`src/rtl/c2dr_pkg.sv`:
```
// Package for the conv2d forward ReLU unit: operation codes, register
// indexes, queue entry type, back-end states and fixed-point accumulator width. No dependencies.
`timescale 1ns / 1ps
package c2dr_pkg;
    typedef enum logic [1:0] {
        OP_LOAD_WEIGHT = 2'd0,
        OP_LOAD_BIAS   = 2'd1,
        OP_LOAD_SAMPLE = 2'd2,
        OP_COMPUTE     = 2'd3
    } op_t;

    localparam logic [2:0] REG_HEIGHT  = 3'd0;
    localparam logic [2:0] REG_WIDTH   = 3'd1;
    localparam logic [2:0] REG_STRIDER = 3'd2;
    localparam logic [2:0] REG_STRIDEC = 3'd3;
    localparam logic [2:0] REG_PADR    = 3'd4;
    localparam logic [2:0] REG_PADC    = 3'd5;
    localparam logic [2:0] REG_NIC     = 3'd6;
    localparam logic [2:0] REG_NOC     = 3'd7;

    localparam int ACC_W = 48;

    // one queued request from front to back
    typedef struct packed {
        op_t         op;
        logic [3:0]  oc;
        logic [2:0]  ic;
        logic [5:0]  row;
        logic [5:0]  col;
        logic [1:0]  kr;
        logic [1:0]  kc;
        logic [15:0] value;
    } req_t;

    typedef enum logic [2:0] {
        ST_IDLE,
        ST_SETUP,
        ST_RUN,
        ST_DRAIN,
        ST_FINISH,
        ST_OUT
    } state_t;
endpackage

```
`src/rtl/c2dr_front.sv`:
```
// Front end: accepts request beats and pushes them into a short queue.
// Depends on c2dr_pkg.
`timescale 1ns / 1ps
module c2dr_front
(
    input  logic            clk,
    input  logic            rst_n,
    input  logic            in_valid,
    output logic            in_ready,
    input  c2dr_pkg::req_t  in_req,
    output logic            q_valid,
    input  logic            q_pop,
    output c2dr_pkg::req_t  q_req
);
    c2dr_pkg::req_t mem_reg [4];
    logic [1:0] wp_reg, rp_reg;
    logic [2:0] cnt_reg;
    logic push;

    assign in_ready = cnt_reg != 3'd4;
    assign push = in_valid && in_ready;
    assign q_valid = cnt_reg != 3'd0;
    assign q_req = mem_reg[rp_reg];

    always_ff @(posedge clk)
    begin
        if (push)
        begin
            mem_reg[wp_reg] <= in_req;
        end
    end

    always_ff @(posedge clk or negedge rst_n)
    begin
        if (!rst_n)
        begin
            wp_reg <= '0;
            rp_reg <= '0;
            cnt_reg <= '0;
        end
        else
        begin
            if (push)
            begin
                wp_reg <= wp_reg + 2'd1;
            end
            if (q_pop && q_valid)
            begin
                rp_reg <= rp_reg + 2'd1;
            end
            cnt_reg <= cnt_reg + {2'd0, push} - {2'd0, q_pop && q_valid};
        end
    end
endmodule

```
`config.mk`:
```
export PLATFORM = sky130hd
export DESIGN_NAME = c2dr_front
export DESIGN_NICKNAME = d
export VERILOG_FILES = /design/src/rtl/c2dr_pkg.sv /design/src/rtl/c2dr_front.sv
export SDC_FILE = /design/constraint.sdc
export NUM_CORES = 1
export LEC_CHECK = 0
export BUFFER_PORTS_ARGS = -buffer_cell sky130_fd_sc_hd__buf_4
export CORE_ASPECT_RATIO = 0.75
export CORE_MARGIN = 2
export CORE_UTILIZATION = 48
export CTS_BUF_LIST = sky130_fd_sc_hd__clkbuf_16
export DETAILED_ROUTE_END_ITERATION = 10
export PLACE_DENSITY = 0.77
export SLEW_MARGIN = 5
export SYNTH_ARGS = -nofsm -noshare
export SYNTH_HDL_FRONTEND = slang
export SYNTH_SLANG_ARGS = --single-unit
```
`constraint.sdc`:
```
create_clock -name clk -period 4.6 [get_ports clk]
set_clock_uncertainty 0.15 [all_clocks]
set_input_delay 0.92 -clock clk [delete_from_list [all_inputs] [get_ports clk]]
set_output_delay 0.92 -clock clk [all_outputs]
set_load 0.02 [all_outputs]
```
* Yosys cells after proc, flatten, opt, wreduce, memory -nomap -nowiden *
Memory sizes are Yosys's and may differ from the RTL's.
Index checks and enable logic that the tools add are counted.

operators by class
  add/subtract/negate cells = 4
  equality and inequality tests = 1
  muxes and demuxes = 2
  reductions and logical operators = 3

operators by type and width
  kind                                         count
  adder 2 x 1 -> 2 bit, second input constant  2
  adder 3 x 1 -> 3 bit                         1
  != test 3 bit, second input constant         1
  nonzero test 3 bit                           1
  subtractor 3 x 1 -> 3 bit                    1
  logical AND 1 bit                            2
  2-to-1 mux 1 bit                             2

storage, ports and cells
  register bits = 7
  RAM bits = 164
  input port bits = 45
  output and inout port bits = 43
  logic and storage cells = 14
  memories = 1

memories
  name     words  width  rd ports  clocked after memory_dff  write ports  RTL line          RTL
  mem_reg  4      41     1         0                         1            c2dr_front.sv:15  c2dr_pkg::req_t mem_reg [4];

* Longest topological paths before layout *
Gate-level depths: netlist of run 1.

  word-level depth = 4
  depth in mapped cells = 9
  gate-level depth less buffers = 9

* Worst setup path before layout of run 1 *
No wires, ideal clock.

  path type = in2reg
  start point = input in_valid
  end point = memory mem_reg[0][0] in the netlist's numbering (enable)
  arrival time = 1.969 ns
  slack = 2.078 ns
  cell stages on the path = 1
  path buffers = 0
  cell sequence = and3b_1

on the way
  longest elaborated chain between the ends = 3

ends and longest elaborated chain
  element                                 RTL line          RTL
  start, declared                         c2dr_front.sv:8   input logic in_valid,
  logical AND 1 bit                       c2dr_front.sv:21  assign push = in_valid && in_ready;
  2-to-1 mux 1 bit                        c2dr_front.sv:27  if (push)
  2-to-1 mux 1 bit (implied by the code)  c2dr_front.sv:29  mem_reg[wp_reg] <= in_req;
  end, declared                           c2dr_front.sv:15

No other way between the ends.

==> results of run 1 <==
[per-layer routing]
layer  vias to the layer above  routed length (µm)  GRT usage
li1                       1272                   -          -
met1                      1518                4670      0.217
met2                        98                5600      0.260
met3                        22                 737     0.0575
met4                         0                 187     0.0663
met5                         -                   0          0
[power by group through the flow]
stage,clock network (W),registers [W],logic [W]
after floorplan,0,0.00216,0.00123
after global placement,0,0.00237,0.00153
after detailed placement,0,0.00241,0.00156
after CTS,0.00143,0.00238,0.00156
after global routing,0.00149,0.00242,0.00164
final,0.00141,0.00236,0.00153
[through the flow]
stage	instance area, µm²	setup WS [ns]	total power [W]	cells
2_1_floorplan	6440	2.08	0.00339	256
3_3_place_gp	7200	1.67	0.00390	504
3_5_place_dp	7200	1.64	0.00397	504
4_1_cts	7790	1.18	0.00538	535
5_1_grt	7790	1.10	0.00555	535
6_report	7790	1.26	0.00530	535
[worst paths after layout]
path	start	to	slack, ns	cells past startpoint
min	rst_n	wp_reg[1]$_DFFE_PN0P_	0.15	1
max reg2reg	cnt_reg[1]$_DFF_PN0_	cnt_reg[2]$_DFF_PN0_	2.05	9
min reg2reg	wp_reg[1]$_DFFE_PN0P_	wp_reg[1]$_DFFE_PN0P_	0.50	2
max	rp_reg[0]$_DFFE_PN0P_	q_req[40]	1.26	2
min in group clk	wp_reg[1]$_DFFE_PN0P_	wp_reg[1]$_DFFE_PN0P_	0.50	2
max in group asynchronous	rst_n	rp_reg[0]$_DFFE_PN0P_	4.00	1
[area by class of cell]
| class | instances | area share |
|---|---|---|
| multi-input cells | 69 | 0.155 |
| clock buffers | 17 | 0.0546 |
| flip-flops and latches | 171 | 0.656 |
| inverters | 6 | 0.00289 |
| clock inverters | 14 | 0.0206 |
| repair buffers | 87 | 0.0839 |
| well taps | 171 | 0.0275 |
[cells by family (layout without fill, tap and decap cells)]
group	count (synthesis)	after routing	share of synthesized area
multiplexers	41	41	0.145
adder cells (fa/ha/maj)	7	7	0.0148
buffers and inverters	16	124	0.0214
AO/OA/AOI/OAI	4	4	0.00505
XOR/XNOR	4	4	0.00544
flip-flops	171	171	0.792
AND/OR/NAND/NOR	13	13	0.0163
[critical path, delay by kind of cell, from the launching register on]
family,cells,cell delay [ns]
DFF,1,1.00
buffers and inverters,1,0.17
muxes,1,0.65
[placed cells by master (no fill, tap or decap), drive strengths merged]
master and count:
and3b 4, buf 87, nand4bb 2, xor2 1
mux4 41, dfrtp 7, o311ai 1, nand2 1
clkinv 4, edfxtp 164, o211ai 2, xnor2 3
bufinv 2, ha 6, o31a 1, nor3b 1
inv 13, or3 1, clkinvlp 1, fa 1
clkbuf 17, nand2b 4
==> summary.json, run 1 <==
{
  "cts.path.max_buffers": 2,
  "max_freq_mhz": 299,
  "peak_fanout_along_the_critical_path": 43,
  "tritoncts": "yes",
  "cts_hold_buffers": 0,
  "finalWeightedCongestion": 0.742,
  "number_of_enable_type_register_cells_in_the_synthesized_netlist": 164,
  "cts_buffers": 17,
  "dieArea_mm2": 0.0144,
  "hold_viol_final": 0,
  "path_cells": "mux4_1, buf_4",
  "place.detailed.hpwl_mm": 6.50,
  "seqPwrFrac": 0.446,
  "grt-ovfl-total": 0,
  "sw_frac_of_total": 0.311,
  "dr_drc_count": 0,
  "groute.usage.overall": 0.167,
  "synth.top_cells.by_area": "sky130_fd_sc_hd__edfxtp_1 (76%), sky130_fd_sc_hd__mux4_2 (13%), sky130_fd_sc_hd__dfrtp_1 (2.7%)",
  "synthDominantCellAreaShare": 0.765,
  "sequential_cell_area_mm2": 0.00510,
  "intPower_w": 0.00365,
  "critPathLaunchType": "flop",
  "fillCellCount": 936,
  "maxCapViolations": 0,
  "outcome": "completed",
  "tightest_pin_transition_ns": 1.13,
  "vdd_ir_drop_max_uv": 425,
  "grt_pass1_vias": 3203,
  "cts.reportedPaths.clkPinSlew_ns": 0.06,
  "antenna_found_initial": 0,
  "buffer_ports.inserted": 87,
  "final-setup-viol-count": 0,
  "grt_pass1_wl_mm": 17.2,
  "crit_path_required_time_ns": 3.53,
  "synth.top_cells.by_count": "sky130_fd_sc_hd__edfxtp_1 (164), sky130_fd_sc_hd__mux4_2 (38), sky130_fd_sc_hd__dfrtp_1 (7)",
  "critical_path.slowest_cell": "sky130_fd_sc_hd__dfrtp_4",
  "hold_ws_ns": 0.153,
  "synth-warning-count": 0,
  "grt_max_degree": 44,
  "core-area_mm2": 0.0131,
  "num_rows": 36,
  "slew-limit-headroom": 0.250,
  "synth_area_mm2": 0.00644,
  "tns_ns": 0,
  "p_leak_nw": 2.70,
  "areaGrowthSynthToFinish_pct": 20.9,
  "die-width_um": 138,
  "clk-insertion-delay-late_ns": 0.42,
  "crit_path_end_kind": "output pin",
  "end_of_flow_core_utilization": 0.596,
  "postSynthRegisterBits": 171,
  "ys_flop_type": "sky130_fd_sc_hd__edfxtp_1",
  "rsz0062_at_grt": "no",
  "synth_top_area_cell": "sky130_fd_sc_hd__edfxtp_1",
  "critical_path_arrival_ns": 2.27,
  "switchingPower_w": 0.00165,
  "clock_power_frac": 0.266,
  "cts.sinks": 171,
  "async_reset_ff_frac": 0.0409,
  "diodes": 0,
  "critPathMaxStageDelay_ns": 1.00,
  "cts_repair_resize_count": 0,
  "final-max-slew-violation-count": 0,
  "ant_nets": 0,
  "routed_wl_mm": 11.2,
  "max_reg_flops": 164,
  "vias": 2910,
  "syn_area_per_cell_um2": 25.2,
  "num_io_pins": 88,
  "htreeDepth": 4,
  "period_needed_ns": 3.34,
  "routed_wire_length_per_instance_um": 20.9,
  "avgViaCountPerCell": 5.44,
  "layout-drive-gt1-share": 0.448,
  "power.density_mw_per_mm2": 681,
  "syn-num-nets": 308,
  "final_min_period_over_clock_period": 0.727,
  "cts-root-buf": "sky130_fd_sc_hd__clkbuf_16",
  "detailedRoute.firstIterationViolations": 193,
  "design.final.nets": 404,
  "synth_sequential_area_ratio": 0.792,
  "timing.setup.critical_path_class": "reg2out",
  "initial_core_util": 0.493,
  "vertical_extent_of_the_die_um": 104,
  "netlist_instances": 256,
  "netlist-cell-type-count": 22,
  "combinationalPowerShare": 0.288,
  "synthMostInstantiatedCell": "sky130_fd_sc_hd__edfxtp_1",
  "count_of_buffers_added_by_post_cts_timing_repair_for_setup": 0,
  "multiInputGateArea_mm2": 0.00121,
  "drt-pass1-iter-count": 4,
  "hold_path.class": "in2async"
}
Note: power is estimated with default switching activity, not from simulation.
==> run 2, diff against run 1 <==
==> constraint.sdc (replaced) <==
create_clock -name clk -period 3.4 [get_ports clk]
set_clock_uncertainty 0.15 [all_clocks]
set_input_delay 0.68 -clock clk [delete_from_list [all_inputs] [get_ports clk]]
set_output_delay 0.68 -clock clk [all_outputs]
set_load 0.02 [all_outputs]
==> run 2 against run 1 <==
Effect of this change: register-to-register slack worse by 1.1 ns; design area is 1.2% higher; utilization increased by 0.69 points; via count up 0.72%; largest power group unchanged; final cell count rose by 1.9%; power is 36% higher; global-route usage up 0.35 points; die area stayed put; hold slack better by 0.16 ns.
==> summary.json, run 2 (same netlist as run 1, synthesis figures left out) <==
{
  "crit_end": "q_req[29]",
  "ant_nets": 0,
  "initial_core_util": 0.493,
  "cts-root-buf": "sky130_fd_sc_hd__clkbuf_16",
  "dieArea_mm2": 0.0144,
  "cts.sinks": 171,
  "diodes": 0,
  "crit_path_required_time_ns": 2.57,
  "vdd_ir_drop_max_uv": 502,
  "layout.cells.most_common_list": "sky130_fd_sc_hd__edfxtp_1 (164), sky130_fd_sc_hd__buf_4 (92), sky130_fd_sc_hd__mux4_2 (38), sky130_fd_sc_hd__clkbuf_16 (17), sky130_fd_sc_hd__inv_1 (9)",
  "dr_drc_count": 0,
  "post_dp_cell_area_mm2": 0.00730,
  "crit_path_start": "rp_reg[0]$_DFFE_PN0P_",
  "final-max-slew-violation-count": 0,
  "place.detailed.hpwl_mm": 7.04,
  "avgViaCountPerCell": 5.38,
  "final_min_period_over_clock_period": 0.893,
  "reg2regPathDepth": 9,
  "vertical_extent_of_the_die_um": 104,
  "critPathLaunchType": "flop",
  "design.final.nets": 413,
  "die-width_um": 138,
  "finalWeightedCongestion": 0.763,
  "path_cells": "buf_4, mux4_2, buf_4",
  "path_common_cell": "sky130_fd_sc_hd__buf_4",
  "p_leak_nw": 2.75,
  "antenna_found_initial": 0,
  "max_reg_flops": 164,
  "cts_repair_resize_count": 0,
  "critical_path_arrival_ns": 2.21,
  "tritoncts": "yes",
  "outcome": "completed",
  "num_io_pins": 88,
  "power.density_mw_per_mm2": 917,
  "crit_path_end_kind": "output pin",
  "clk-insertion-delay-late_ns": 0.42,
  "grt-ovfl-total": 0,
  "tightest_pin_transition_ns": 0.572,
  "period_needed_ns": 3.04,
  "grt_pass1_vias": 3188,
  "peak_fanout_along_the_critical_path": 28,
  "buffer_ports.inserted": 87,
  "hold_viol_final": 0,
  "max_freq_mhz": 329,
  "hold_path.class": "in2reg",
  "cts_buffers": 17,
  "sequential_cell_area_mm2": 0.00510,
  "commonest_non_fill_non_tap_cell_in_the_layout": "sky130_fd_sc_hd__edfxtp_1",
  "htreeDepth": 4,
  "vias": 2931,
  "maxCapViolations": 0,
  "critPathMaxStageDelay_ns": 0.79,
  "final-setup-viol-count": 0,
  "drt-pass1-iter-count": 4,
  "multiInputGateArea_mm2": 0.00121,
  "tns_ns": 0,
  "layout-drive-gt1-share": 0.439,
  "regToRegSetupSlack_ns": 0.91,
  "core-area_mm2": 0.0131,
  "critical_path.reg2reg.startpoint": "cnt_reg[1]$_DFF_PN0_",
  "slew-limit-headroom": 0.618,
  "groute.usage.overall": 0.171,
  "num_rows": 36,
  "routed_wl_mm": 11.4,
  "fillCellCount": 926,
  "areaGrowthSynthToFinish_pct": 22.3,
  "critical_path.slowest_cell": "sky130_fd_sc_hd__dfrtp_4",
  "cts.path.max_buffers": 2,
  "rsz0062_at_grt": "no",
  "grt_pass1_wl_mm": 17.4,
  "timing.setup.critical_path_class": "reg2out",
  "post-route-cell-area_mm2": 0.00788,
  "routed_wire_length_per_instance_um": 20.9,
  "reg_to_reg_endpoint": "cnt_reg[2]$_DFF_PN0_",
  "cts.reportedPaths.clkPinSlew_ns": 0.06,
  "grt_max_degree": 37,
  "detailedRoute.firstIterationViolations": 218
}
## run 2: changes by cell type in the layout (fill, tap and decap cells not counted), moves of 2 or more
cell	previous run	this run
sky130_fd_sc_hd__clkinv_2	1	3
sky130_fd_sc_hd__clkinv_4	3	0
sky130_fd_sc_hd__inv_6	7	0
sky130_fd_sc_hd__buf_4	87	92
sky130_fd_sc_hd__inv_1	6	9
sky130_fd_sc_hd__buf_12	0	3
sky130_fd_sc_hd__clkinv_1	0	5
## run 2: per-stage QoR
step / setup slack, ns / std cells / hold slack, ns / power, W / utilization
3_3_place_gp: 0.764 / 512 / 0.351 / 0.00538 / 0.559
6_report: 0.363 / 545 / 0.309 / 0.00722 / 0.603
5_1_grt: 0.203 / 545 / 0.282 / 0.00755 / 0.603
4_1_cts: 0.280 / 545 / 0.291 / 0.00731 / 0.603
2_1_floorplan: 1.12 / 256 / 0.234 / 0.00458 / -
3_5_place_dp: 0.731 / 512 / 0.353 / 0.00546 / 0.559
## run 2: worst min-delay path by stage
stage,start,slack (ns),cells after the start,to
after global routing,in_req[26],0.28,1,mem_reg[0][26]$_DFFE_PP_
after CTS,in_req[30],0.29,1,mem_reg[1][30]$_DFFE_PP_
after detailed placement,rst_n,0.35,1,cnt_reg[0]$_DFF_PN0_
after global placement,rst_n,0.35,1,cnt_reg[0]$_DFF_PN0_
final,in_req[38],0.31,1,mem_reg[3][38]$_DFFE_PP_
after floorplan,rst_n,0.23,0,cnt_reg[0]$_DFF_PN0_
## run 2: report_power, final
group          internal [W]  switching, W  leakage [nW]
registers           0.00279      0.000272          1.58
logic               0.00112       0.00118         0.884
clock network       0.00113      0.000726         0.288
total               0.00504       0.00218          2.75
## run 2: layout make-up
class / count / share of cell area
flip-flops and latches: 171 / 0.648
multi-input cells: 69 / 0.153
repair buffers: 96 / 0.0966
clock buffers: 17 / 0.0540
well taps: 171 / 0.0272
clock inverters: 15 / 0.0181
inverters: 6 / 0.00286
## run 2: timing repair
action / in CTS / in global routing
hold buffers: 1 / 0
setup buffers: 0 / 0
endpoints found under the hold margin: 7 / 0
## run 2: critical path: cells and delay by family (launching register included)
kind	cells	cell delay, ns
buffers and inverters	2	0.46
muxes	1	0.52
DFF	1	0.79
## run 2: routing by layer
metal  share of wire  vias up  track usage
met5               0        -            0
met4           0.010        0       0.0503
met3           0.070       11       0.0668
met2            0.48       90        0.259
met1            0.44     1529        0.231
li1                -     1301            -
==> run 3, diff against run 2 <==
==> constraint.sdc (replaced) <==
create_clock -name clk -period 3.1 [get_ports clk]
set_clock_uncertainty 0.15 [all_clocks]
set_input_delay 0.62 -clock clk [delete_from_list [all_inputs] [get_ports clk]]
set_output_delay 0.62 -clock clk [all_outputs]
set_load 0.02 [all_outputs]
==> run 3 against run 2 <==
Effect of this change: sequential share of layout area shrank 0.24 points; combinational power is 13% higher; clock power grew 9.7%; critical path type unchanged; critical endpoint is now q_req[0]; largest cell class unchanged; highest routed layer unchanged.
==> summary.json, run 3 (same netlist as run 1, synthesis figures left out) <==
{
  "grt_pass1_wl_mm": 17.1,
  "die-width_um": 138,
  "core-area_mm2": 0.0131,
  "power.density_mw_per_mm2": 1000,
  "finalWeightedCongestion": 0.717,
  "ant_nets": 0,
  "clk-insertion-delay-late_ns": 0.42,
  "cts.reportedPaths.clkPinSlew_ns": 0.06,
  "hold_path.class": "in2reg",
  "crit_path_start": "rp_reg[0]$_DFFE_PN0P_",
  "regToRegSetupSlack_ns": 0.64,
  "drt-pass1-iter-count": 4,
  "cts_repair_resize_count": 0,
  "fillCellCount": 923,
  "antenna_found_initial": 0,
  "design.final.nets": 416,
  "tns_ns": 0,
  "grt_max_degree": 35,
  "routed_wl_mm": 11.0,
  "holdPathEnd": "mem_reg[2][16]$_DFFE_PP_",
  "reg_to_reg_endpoint": "cnt_reg[2]$_DFF_PN0_",
  "diodes": 0,
  "period_needed_ns": 2.80,
  "cts.path.max_buffers": 2,
  "rsz0062_at_grt": "no",
  "grtUsageMet1": 0.233,
  "cts_buffers": 17,
  "critical_path.reg2reg.startpoint": "cnt_reg[1]$_DFF_PN0_",
  "reg2regPathDepth": 9,
  "grt-ovfl-total": 0,
  "areaGrowthSynthToFinish_pct": 22.8,
  "tightest_pin_transition_ns": 0.574,
  "dr_drc_count": 0,
  "initial_core_util": 0.493,
  "post-route-cell-area_mm2": 0.00791,
  "cts.sinks": 171,
  "vdd_ir_drop_max_uv": 608,
  "timing.setup.critical_path_class": "reg2out",
  "holdPathStages": 1,
  "sequential_cell_area_mm2": 0.00510,
  "htreeDepth": 4,
  "post_dp_cell_area_mm2": 0.00732,
  "peak_fanout_along_the_critical_path": 27,
  "outcome": "completed",
  "dieArea_mm2": 0.0144,
  "crit_path_required_time_ns": 2.33,
  "critPathLaunchType": "flop",
  "critPathBufInv": 2,
  "max_freq_mhz": 357,
  "max_reg_flops": 164,
  "global_route.peak_usage_layer": "met2",
  "cts-root-buf": "sky130_fd_sc_hd__clkbuf_16",
  "multiInputGateArea_mm2": 0.00121,
  "detailedRoute.firstIterationViolations": 240,
  "final_min_period_over_clock_period": 0.904,
  "maxCapViolations": 0,
  "vertical_extent_of_the_die_um": 104,
  "critical-path-top-delay-family": "multiplexers",
  "path_cells": "buf_12, mux4_1, buf_4",
  "crit_path_end_kind": "output pin",
  "num_io_pins": 88,
  "grt_pass1_vias": 3053,
  "slew-limit-headroom": 0.617,
  "use_met2": 0.247,
  "met3_usage": 0.0609,
  "final-max-slew-violation-count": 0,
  "final-setup-viol-count": 0,
  "num_rows": 36,
  "commonest_non_fill_non_tap_cell_in_the_layout": "sky130_fd_sc_hd__edfxtp_1",
  "critical_path.slowest_cell": "sky130_fd_sc_hd__mux4_1",
  "p_leak_nw": 2.77,
  "hold_viol_final": 0,
  "buffer_ports.inserted": 87,
  "avgViaCountPerCell": 5.32,
  "tritoncts": "yes",
  "groute.usage.overall": 0.166,
  "routed_wire_length_per_instance_um": 20.2,
  "startpoint_of_the_tightest_hold_check_path": "in_req[16]",
  "layout.cells.most_common_list": "sky130_fd_sc_hd__edfxtp_1 (164), sky130_fd_sc_hd__buf_4 (95), sky130_fd_sc_hd__mux4_2 (38), sky130_fd_sc_hd__clkbuf_16 (17), sky130_fd_sc_hd__inv_1 (7)",
  "place.detailed.hpwl_mm": 6.89,
  "critPathMaxStageDelay_ns": 0.59,
  "layout-drive-gt1-share": 0.457,
  "vias": 2909,
  "critical_path_arrival_ns": 2.03
}
## run 3: cell count changes in the layout (fill, tap and decap cells not counted), sizes merged
| cell | previous run | this run |
|---|---|---|
| bufinv | 3 | 2 |
| buf | 95 | 98 |
| clkinv | 8 | 7 |
| inv | 9 | 10 |
## run 3: layout make-up
type,count,share of cell area
multi-input cells,69,0.153
clock inverters,14,0.0188
clock buffers,17,0.0538
well taps,171,0.0271
inverters,6,0.00285
repair buffers,99,0.0991
flip-flops and latches,171,0.646
## run 3: worst max-delay path by stage
stage	cells past startpoint	to	slack, ns
2_1_floorplan	2	mem_reg[0][0]$_DFFE_PP_	0.83
3_3_place_gp	3	q_req[0]	0.70
3_5_place_dp	9	cnt_reg[2]$_DFF_PN0_	0.66
4_1_cts	3	q_req[0]	0.24
5_1_grt	3	q_req[0]	0.18
6_report	3	q_req[0]	0.30
## run 3: routing by layer
layer	routed length [µm]	share of wire
met1	4960	0.45
met2	5250	0.48
met3	735	0.067
met4	102	0.0092
met5	0	0
## run 3: repair_timing
action / 4_1_cts / 5_1_grt
hold endpoints to repair: 7 / 0
hold buffers: 1 / 0
buffers inserted: 0 / 0
## run 3: report_power, final
part	leakage [nW]	switching, W	total (W)	internal [W]
combinational	0.902	0.00136	0.00261	0.00125
sequential	1.58	0.000205	0.00326	0.00306
clock	0.284	0.000846	0.00203	0.00119
total	2.77	0.00241	0.00791	0.00549
## run 3: metrics by stage
step	cells	total power (W)	hold slack [ns]	worst slack, ns	util
6_report	547	0.00791	0.250	0.298	0.605
5_1_grt	547	0.00828	0.228	0.185	0.605
4_1_cts	547	0.00802	0.229	0.237	0.605
3_5_place_dp	515	0.00597	0.295	0.658	0.561
3_3_place_gp	515	0.00593	0.294	0.703	0.561
2_1_floorplan	256	0.00503	0.174	0.826	-
